## src/hw/rtl/rqcvg_pkg.sv

```systemverilog
// rqcvg_pkg: shared types, constants and lookup functions of the vertex generator
// used by rqcvg_ctrl, rqcvg_dp and rotated_quad_cube_vertex_gen_top
package rqcvg_pkg;

  localparam int VW = 36;               // rotated coordinate width
  localparam int ONE_Q14 = 16384;
  localparam logic [15:0] SIN_A = 16'd25736;
  localparam logic [15:0] SIN_B = 16'd10512;
  localparam logic [15:0] SIN_C = 16'd1160;
  localparam logic [3:0] NUM_VEC = 4'd14;   // 8 corners then 6 normals

  // controller to datapath commands
  typedef struct packed {
    logic        load;
    logic        trig_en;
    logic [2:0]  trig_eval;
    logic [1:0]  trig_step;
    logic        rot_load;
    logic        rot_mul;
    logic        rot_acc;
    logic        rot_wr;
    logic [1:0]  rot_stage;
    logic [3:0]  rot_vec;
    logic        emit;
    logic        emit_full;
    logic [2:0]  face;
    logic [1:0]  corner;
    logic [11:0] vidx;
    logic        last;
  } dp_cmd_t;

  // datapath to controller status
  typedef struct packed {
    logic cube;
    logic out_free;
  } dp_sts_t;

  // negate mask {z,y,x} of a cube corner
  function automatic logic [2:0] corner_neg(input logic [2:0] i);
    logic [2:0] m;
    case (i)
      3'd0: m = 3'b011;
      3'd1: m = 3'b010;
      3'd2: m = 3'b000;
      3'd3: m = 3'b001;
      3'd4: m = 3'b110;
      3'd5: m = 3'b111;
      3'd6: m = 3'b101;
      3'd7: m = 3'b100;
      default: m = 3'b000;
    endcase
    return m;
  endfunction

  // corner of face f at position k
  function automatic logic [2:0] face_corner(input logic [2:0] f, input logic [1:0] k);
    logic [11:0] row;
    case (f)
      3'd0: row = {3'd3, 3'd2, 3'd1, 3'd0};
      3'd1: row = {3'd7, 3'd6, 3'd5, 3'd4};
      3'd2: row = {3'd2, 3'd7, 3'd4, 3'd1};
      3'd3: row = {3'd6, 3'd3, 3'd0, 3'd5};
      3'd4: row = {3'd6, 3'd7, 3'd2, 3'd3};
      3'd5: row = {3'd0, 3'd1, 3'd4, 3'd5};
      default: row = 12'd0;
    endcase
    return row[k*3 +: 3];
  endfunction

  // face normal: bit 2 negative, bits 1:0 axis (0 x, 1 y, 2 z)
  function automatic logic [2:0] face_normal(input logic [2:0] f);
    logic [2:0] d;
    case (f)
      3'd0: d = 3'b010;
      3'd1: d = 3'b110;
      3'd2: d = 3'b000;
      3'd3: d = 3'b100;
      3'd4: d = 3'b001;
      3'd5: d = 3'b101;
      default: d = 3'b000;
    endcase
    return d;
  endfunction

endpackage

```

## src/hw/rtl/rqcvg_ctrl.sv

```systemverilog
// rqcvg_ctrl: sequencer of the vertex generator, capacity register and quad count
// drives rqcvg_dp through dp_cmd_t; needs rqcvg_pkg
module rqcvg_ctrl import rqcvg_pkg::*; #(
  parameter int MAX_QUADS = 1024
) (
  input  logic        clk,
  input  logic        rst_n,
  input  logic        in_tvalid,
  output logic        in_tready,
  input  logic        cfg_valid,
  input  logic [10:0] cfg_data,
  output dp_cmd_t     cmd,
  input  dp_sts_t     sts
);

  localparam int QB = $clog2(MAX_QUADS + 1);
  localparam int CW = (QB > 12) ? QB : 12;

  localparam logic [2:0] S_IDLE  = 3'd0;
  localparam logic [2:0] S_CHECK = 3'd1;
  localparam logic [2:0] S_FULL  = 3'd2;
  localparam logic [2:0] S_TRIG  = 3'd3;
  localparam logic [2:0] S_ROT   = 3'd4;
  localparam logic [2:0] S_EMIT  = 3'd5;

  logic [2:0]  state_r, state_nxt;
  logic [4:0]  cnt_r, cnt_nxt;
  logic [3:0]  vi_r, vi_nxt;
  logic [2:0]  sub_r, sub_nxt;
  logic [10:0] cap_r;
  logic [10:0] used_r, used_nxt;
  logic [CW-1:0] need, cap_eff;
  logic        full;
  logic [4:0]  nlast;

  // capacity check
  assign cap_eff = (CW'(cap_r) < CW'(MAX_QUADS)) ? CW'(cap_r) : CW'(MAX_QUADS);
  assign need    = CW'(used_r) + (sts.cube ? CW'(6) : CW'(1));
  assign full    = need > cap_eff;
  assign nlast   = sts.cube ? 5'd23 : 5'd3;

  // sequencer
  always_comb begin
    state_nxt = state_r;
    cnt_nxt   = cnt_r;
    vi_nxt    = vi_r;
    sub_nxt   = sub_r;
    used_nxt  = used_r;
    in_tready = 1'b0;
    cmd       = '0;
    cmd.trig_eval = cnt_r[4:2];
    cmd.trig_step = cnt_r[1:0];
    cmd.rot_vec   = vi_r;
    cmd.rot_stage = 2'((sub_r - 3'd1) >> 1);
    cmd.face      = cnt_r[4:2];
    cmd.corner    = cnt_r[1:0];
    cmd.vidx      = {used_r[9:0], 2'b00} + 12'(cnt_r);
    cmd.last      = (cnt_r == nlast);
    case (state_r)
      S_IDLE: begin
        in_tready = 1'b1;
        if (in_tvalid) begin
          cmd.load  = 1'b1;
          state_nxt = S_CHECK;
        end
      end
      S_CHECK: begin
        cnt_nxt   = '0;
        state_nxt = full ? S_FULL : S_TRIG;
      end
      S_FULL: begin
        if (sts.out_free) begin
          cmd.emit_full = 1'b1;
          state_nxt     = S_IDLE;
        end
      end
      S_TRIG: begin
        cmd.trig_en = 1'b1;
        cnt_nxt     = cnt_r + 5'd1;
        if (cnt_r == 5'd23) begin
          cnt_nxt   = '0;
          vi_nxt    = '0;
          sub_nxt   = '0;
          state_nxt = S_ROT;
        end
      end
      S_ROT: begin
        cmd.rot_load = (sub_r == 3'd0);
        cmd.rot_mul  = sub_r[0];
        cmd.rot_acc  = !sub_r[0] && (sub_r != 3'd0) && (sub_r != 3'd7);
        cmd.rot_wr   = (sub_r == 3'd7);
        sub_nxt      = sub_r + 3'd1;
        if (sub_r == 3'd7) begin
          vi_nxt = vi_r + 4'd1;
          if (vi_r == NUM_VEC - 4'd1) state_nxt = S_EMIT;
        end
      end
      S_EMIT: begin
        if (sts.out_free) begin
          cmd.emit = 1'b1;
          cnt_nxt  = cnt_r + 5'd1;
          if (cmd.last) begin
            used_nxt  = used_r + (sts.cube ? 11'd6 : 11'd1);
            state_nxt = S_IDLE;
          end
        end
      end
      default: state_nxt = S_IDLE;
    endcase
  end

  always_ff @(posedge clk) begin
    if (!rst_n) begin
      state_r <= S_IDLE;
      cnt_r   <= '0;
      vi_r    <= '0;
      sub_r   <= '0;
      used_r  <= '0;
    end else begin
      state_r <= state_nxt;
      cnt_r   <= cnt_nxt;
      vi_r    <= vi_nxt;
      sub_r   <= sub_nxt;
      used_r  <= used_nxt;
    end
  end

  // capacity register
  always_ff @(posedge clk) begin
    if (!rst_n) cap_r <= 11'd1024;
    else if (cfg_valid) cap_r <= cfg_data;
  end

  // checks
  a_emit_free: assert property (@(posedge clk) disable iff (!rst_n)
    (cmd.emit || cmd.emit_full) |-> sts.out_free) else $error("emit while output busy");
  a_check_next: assert property (@(posedge clk) disable iff (!rst_n)
    (state_r == S_CHECK) |=> (state_r == S_FULL || state_r == S_TRIG))
    else $error("bad state after check");
  a_emit_range: assert property (@(posedge clk) disable iff (!rst_n)
    (state_r == S_EMIT) |-> (cnt_r <= nlast)) else $error("emit count overrun");

endmodule

```

## config.mk

```make
export PLATFORM = sky130hd
export DESIGN_NAME = rqcvg_ctrl
export DESIGN_NICKNAME = d
export VERILOG_FILES = /design/src/hw/rtl/rqcvg_pkg.sv /design/src/hw/rtl/rqcvg_ctrl.sv
export SDC_FILE = /design/constraint.sdc
export NUM_CORES = 1
export LEC_CHECK = 0
export BUFFER_PORTS_ARGS = -buffer_cell sky130_fd_sc_hd__buf_2
export CORE_MARGIN = 2
export CORE_UTILIZATION = 45
export DETAILED_ROUTE_END_ITERATION = 8
export GPL_TIMING_DRIVEN = 0
export PLACE_DENSITY_LB_ADDON = 0.2
export SLEW_MARGIN = 40
export SYNTH_ARGS = -nofsm -noshare
export SYNTH_HDL_FRONTEND = slang
export SYNTH_SLANG_ARGS = --single-unit
```

## constraint.sdc

```tcl
create_clock -name clk -period 2.81 [get_ports clk]
set_input_delay 0.4215 -clock clk [delete_from_list [all_inputs] [get_ports clk]]
set_output_delay 0.4215 -clock clk [all_outputs]
set_load 0.02 [all_outputs]
```

==> run summary, run 1 <==
Cells after Synth: 306
Distinct cells, synth: 56
Routed Wire Length: 5.898 mm
RePlAce Congestion: 0.8237
final non-filler cell total: 449
share of cells above drive strength 1: 30.50%
RSZ-0062 raised after global routing: true
max-slew violation count: 0
Post-Syn Nets: 349
Post-synth ARST share: 0%
post-synthesis sequential area ratio: 28.26%
NetSw: 0.4236 mW
Crit-path slowest cell: dfxtp_2
WL met1: 2.836 mm
depth of the most critical reg-to-reg path: 13
Max VDD drop: 0.0002833 V
outcome: finished, final reports clean
Pleak: 1.538 nW
Crit. End Element: flip-flop
CTS sink cnt: 37
TNS Setup: 0 ns
Slew Limit Headroom: 57.27%
combinational fraction of design power: 27.5%
CTS Buffer Depth: 2
GRT overflow: 0
starting density of the core: 47.03%
Core Rows: 27
type of origin of the critical path: flip-flop
NumNets Final: 420
Setup WS pre-CTS: -0.6371 ns
top_reg_cell synth: dfxtp_1
first-pass GRT wire length: 9.742 mm
# hold bufs at CTS: 0
I/O Buffers: 54
vias in the first global route: 2178
Period minus WS final: 2.748 ns
pin count of the biggest net entering global routing: 11
TritonCTS clock tree: yes
FF+latch count, synth: 37
met2 wire len: 2.716 mm
# Max-Cap Violations: 0
part of the power in registers: 43.6%
die area: 6451 um^2
Post-route DRC: 0
Largest stage delay, worst path: 0.35 ns
hold path cells: 3
CP max FO: 2
Fin. Hold Viols: 0
clock root buffer: clkbuf_8
Worst-path clk slew: 0.07 ns
Detailed Route Iter0 Violations: 74
worst min-delay path endpoint: cap_r[10]$_SDFFE_PN1P_
most used cell, CP: nand3_2
CP arrival: 2.90 ns
H-tree Lvls: 2
initial antenna violation count: 0
CORE AREA: 5574 um^2
Hold Crit Class: in2reg
max layer used: met4
final worst slack: 0.06227 ns
HPWL after detailed placement: 4.307 mm
WL/cell: 13.14 um
first-pass iteration count of the detailed router: 4
Post-synth EDFFs: 0
WS Path Type: reg2reg
number of CTS-inserted buffers: 5
Clock Skew: 0.006470 ns
Total Routing Usage GR: 19.16%
RR Startpoint: used_r[0]$_SDFFE_PN0P_
vias per cell: 5.158
n_diodes: 0
placed cells: 432
crit-path cells: ha_4, inv_2, fa_2, nor2b_2, o2111a_2, nand3_2, xnor2_2, ha_1, and3_4, nand3_2, a221o_1, a21oi_2, o22ai_1
Fmax: 0.3639 GHz
Power Internal: 0.8968 mW
final setup vio count: 0
hold wc startpoint: cfg_data[10]
Synth Area per Inst: 8.566 um^2
Clk pwr share: 28.9%
Worst Max-Slew Pin Slew: 0.6409 ns
mapped cell area: 2621 um^2
Layout area overhead: 22.48%
worst r2r dst: state_r[0]$_SDFFE_PN0P_
Die X: 80.32 um
via count: 2316
Power Density: 411.3 nW/um^2
sw frac: 32.08%
die extent in y: 80.32 um
synth warn: 0
Clock Latency Late Sink: 0.29 ns
# IOs: 55
CP required: 2.97 ns
register-to-register setup slack: 0.06 ns
ANT nets after route: 0
Final period util: 97.78%
WL met3: 229 um
## metal layers
metal,GRT usage [%],vias up
li1,-,1195
met3,3.820,12
met2,30.75,45
met5,0,-
met1,24.98,1064
met4,7.966,0
## layout by cell type, fill, tap and decap left out, drive strengths merged, types with 3 or more instances in the layout
cell / Yosys / layout
xor2: 9 / 9
nand2b: 3 / 3
or3: 5 / 5
and2: 3 / 3
o211ai: 4 / 4
o21ai: 7 / 7
or2: 3 / 3
nor3: 5 / 5
nand3: 11 / 11
ha: 24 / 24
mux2i: 12 / 12
dfxtp: 37 / 37
and3: 5 / 5
nor2: 31 / 31
nand4: 6 / 6
nor2b: 7 / 7
nor4: 3 / 3
buf: 16 / 80
a21o: 5 / 5
inv: 18 / 18
a21oi: 15 / 15
clkbuf: 6 / 13
a211oi: 3 / 3
nand2: 26 / 26
xnor2: 19 / 19
## per-stage QoR
step | hold slack [ns] | instance area (um^2) | util (%) | power, mW
after floorplan | 0.4520 | 2626 | - | 0.8506
after global placement | 0.4784 | 2987 | 53.58 | 0.9409
after detailed placement | 0.4795 | 2987 | 53.58 | 0.9469
after CTS | 0.3362 | 3184 | 57.13 | 1.332
after global routing | 0.3591 | 3211 | 57.60 | 1.402
final | 0.3415 | 3211 | 57.60 | 1.320
## worst max-delay path by stage
stage               cells past startpoint                    from  slack (ns)                 endpoint
floorplan                              14                  sts[1]       0.001  state_r[0]$_SDFFE_PN0P_
global placement                       14                  sts[1]       -0.58  state_r[0]$_SDFFE_PN0P_
detailed placement                     14                  sts[1]       -0.64  state_r[0]$_SDFFE_PN0P_
CTS                                    13  used_r[0]$_SDFFE_PN0P_       0.005  state_r[0]$_SDFFE_PN0P_
global route                           13  used_r[0]$_SDFFE_PN0P_       -0.05  state_r[0]$_SDFFE_PN0P_
finish                                 13  used_r[0]$_SDFFE_PN0P_        0.06  state_r[0]$_SDFFE_PN0P_
## sequential cells by signal, summed over array words and instances, names as in the netlist
register and cells:
cap_r 11, used_r 11, cnt_r 5, vi_r 4
state_r 3, sub_r 3
## critical path, delay by kind of cell, from the launching register on
family	cells	cell delay, ns
compound gates	4	0.76
simple gates	4	0.51
xor+xnor	1	0.16
buf+inv	1	0.03
flops	1	0.35
fa+ha+maj	3	0.79
## power by group through the flow
stage / clock (mW) / sequential, mW / combinational (mW)
finish: 0.382 / 0.575 / 0.363
global route: 0.415 / 0.580 / 0.407
CTS: 0.390 / 0.576 / 0.366
detailed placement: 0 / 0.588 / 0.359
global placement: 0 / 0.587 / 0.354
floorplan: 0 / 0.591 / 0.260
## cells by family after synthesis
kind of cell / count (synthesis) / share of synthesized area, %
simple gates: 115 / 23.82
compound gates: 48 / 13.60
buf+inv: 40 / 7.399
flops: 37 / 28.26
xor+xnor: 28 / 9.356
fa+ha+maj: 26 / 12.98
mux: 12 / 4.583
## timing repair
item / in CTS / in global routing
gates resized for setup: 12 / 5
setup buffers: 8 / 2
endpoints found under the setup margin: 1 / 1
pin swaps: 6 / 9
## cell usage after synthesis (2+ instances only)
library cell / n / share of area [%]
or2_2: 2 / 0.48
buf_4: 8 / 2.3
nand2_1: 26 / 3.7
buf_1: 2 / 0.29
xor2_1: 9 / 3.0
nand2b_1: 3 / 0.72
or3_1: 4 / 0.95
inv_2: 2 / 0.29
and2_1: 3 / 0.72
nor2b_1: 7 / 1.7
nand4_1: 6 / 1.4
ha_1: 24 / 11
o21ai_0: 7 / 1.3
nor2_1: 30 / 4.3
dfxtp_1: 37 / 28
fa_1: 2 / 1.5
nor3_1: 4 / 0.76
nor4_2: 2 / 0.95
and3_1: 5 / 1.2
o211ai_1: 3 / 0.86
mux2i_1: 12 / 4.6
a211oi_1: 2 / 0.57
and3b_1: 2 / 0.67
a31oi_1: 2 / 0.48
o31ai_1: 2 / 0.57
nand3_1: 10 / 1.9
inv_1: 16 / 2.3
a21oi_1: 15 / 2.9
a21o_1: 5 / 1.4
xnor2_1: 19 / 6.3
clkbuf_1: 6 / 0.86
buf_2: 5 / 0.95
## layout make-up
class / count / area [um^2]
buffer: 22 / 126.4
sequential: 37 / 743.2
tap: 72 / 90.09
fill: 521 / 2364
clock buffer: 7 / 86.33
inverter: 18 / 70.07
multi-input combinational: 229 / 1747
timing repair buffer: 64 / 347.8
(Power assumes the default switching activity.)
==> inputs of run 2 (changes only) <==
Settings changed: CORE_UTILIZATION 45 to 50, SETUP_SLACK_MARGIN set to 0.4.
==> run summary, run 2 (synthesized netlist as in run 1, its figures left out) <==
most common cell after layout, fill and taps aside: buf_2
first-pass iteration count of the detailed router: 4
outcome: finished, final reports clean
HPWL after detailed placement: 4.344 mm
Power Density: 404.6 nW/um^2
die extent in y: 76.41 um
max-slew violation count: 0
CORE AREA: 5075 um^2
H-tree Lvls: 2
vias in the first global route: 2136
die area: 5838 um^2
Power Internal: 0.8958 mW
vias per cell: 5.246
sw frac: 32.25%
final worst slack: 0.07359 ns
I/O Buffers: 54
clock root buffer: clkbuf_8
type of origin of the critical path: flip-flop
CP max FO: 2
Crit-path slowest cell: dfxtp_2
Clock Skew: 0.003143 ns
Clock Latency Late Sink: 0.29 ns
Die X: 76.41 um
Largest stage delay, worst path: 0.36 ns
Worst-path clk slew: 0.07 ns
TritonCTS clock tree: yes
Post-DP Area: 3013 um^2
initial antenna violation count: 0
part of the power in registers: 43.4%
pin count of the biggest net entering global routing: 11
final non-filler cell total: 447
CP delay by family, top: adder cells
final setup vio count: 0
Max VDD drop: 0.0002467 V
hold wc startpoint: cfg_data[10]
RePlAce Congestion: 0.8296
biggest regs: cap_r: 11 flops, used_r: 11 flops, cnt_r: 5 flops
Detailed Route Iter0 Violations: 102
CTS Buffer Depth: 2
Post-route DRC: 0
Slew Limit Headroom: 56.38%
# Max-Cap Violations: 0
Core Rows: 26
fin area: 3268 um^2
first-pass GRT wire length: 10.13 mm
n_diodes: 0
Total Routing Usage GR: 21.20%
Layout area overhead: 24.68%
CP required: 2.97 ns
Util after Layout: 64.40%
CP Buf/Inv Count: 1
WL/cell: 13.54 um
RR Startpoint: used_r[0]$_SDFFE_PN0P_
Clk pwr share: 28.8%
RSZ-0062 raised after global routing: true
Crit. End Element: flip-flop
Fin. Hold Viols: 0
Period minus WS final: 2.736 ns
Setup WS pre-CTS: -0.4545 ns
via count: 2345
CP arrival: 2.89 ns
Hold Crit Class: in2reg
Power Total: 1.322 mW
most frequent cells in the layout: buf_2, dfxtp_1, nor2_1
Worst Max-Slew Pin Slew: 0.6542 ns
GRT overflow: 0
NumNets Final: 420
starting density of the core: 51.65%
share of cells above drive strength 1: 32.63%
WS Path Type: reg2reg
Critical Path Start: used_r[0]$_SDFFE_PN0P_
# IOs: 55
Fmax: 0.3654 GHz
Routed Wire Length: 6.053 mm
combinational fraction of design power: 27.8%
CTS sink cnt: 37
Pleak: 1.546 nW
ANT nets after route: 0
number of CTS-inserted buffers: 5
crit-path cells: ha_4, inv_2, fa_2, nor2b_2, o2111a_2, nand3_4, xnor2_2, ha_1, and3_4, nand3_2, a221o_1, a21oi_2, o22ai_1
NetSw: 0.4265 mW
placed cells: 430
Final period util: 97.38%
[run 2: worst register-to-register path, stage by stage, from the launching register on]
cell and delay (ns):
dfxtp_2 0.36, ha_4 0.13, inv_2 0.03, fa_2 0.35, nor2b_2 0.14, o2111a_2 0.24
nand3_4 0.10, xnor2_2 0.18, ha_1 0.31, and3_4 0.18, nand3_2 0.07, a221o_1 0.28
a21oi_2 0.15, o22ai_1 0.08
[run 2: stage by stage]
stage | hold slack [ns] | setup TNS [ns]
final | 0.3435 | 0
after global routing | 0.3465 | -0.04004
after CTS | 0.3440 | 0
after detailed placement | 0.4832 | -0.4545
after global placement | 0.4796 | -0.4111
after floorplan | 0.4520 | 0
[run 2: final cells by class]
class	instances	area, um^2
multi-input combinational	229	1775
tap	70	87.58
sequential	37	747.0
fill	460	1807
timing repair buffer	64	365.4
clock buffer	7	86.33
inverter	18	80.08
buffer	22	126.4
[run 2: worst paths after layout]
check | endpoint | slack, ns | cells after the start
setup / recovery | state_r[0]$_SDFFE_PN0P_ | 0.07 | 13
hold reg to reg | sub_r[1]$_SDFFE_PN0P_ | 0.49 | 2
hold / removal | cap_r[10]$_SDFFE_PN1P_ | 0.34 | 3
setup reg to reg | state_r[0]$_SDFFE_PN0P_ | 0.07 | 13
[run 2: repair_timing]
action | in CTS | in global routing
gates resized for setup | 17 | 11
endpoints found under the setup margin | 6 | 6
hold buffers | 0 | 0
cloned | 0 | 0
setup buffers | 7 | 3
pin swaps | 11 | 5
[run 2: layer usage]
layer	GRT usage, %	wire (um)
met4	7.455	67
met2	33.63	2864
met3	3.673	300
met1	29.07	2820
met5	0	0
[run 2: power by group through the flow]
stage	Sequential, mW	Clock [mW]	Combinational, mW
floorplan	0.591	0	0.261
global placement	0.587	0	0.355
detailed placement	0.587	0	0.362
CTS	0.575	0.388	0.367
global route	0.578	0.418	0.402
finish	0.574	0.381	0.367
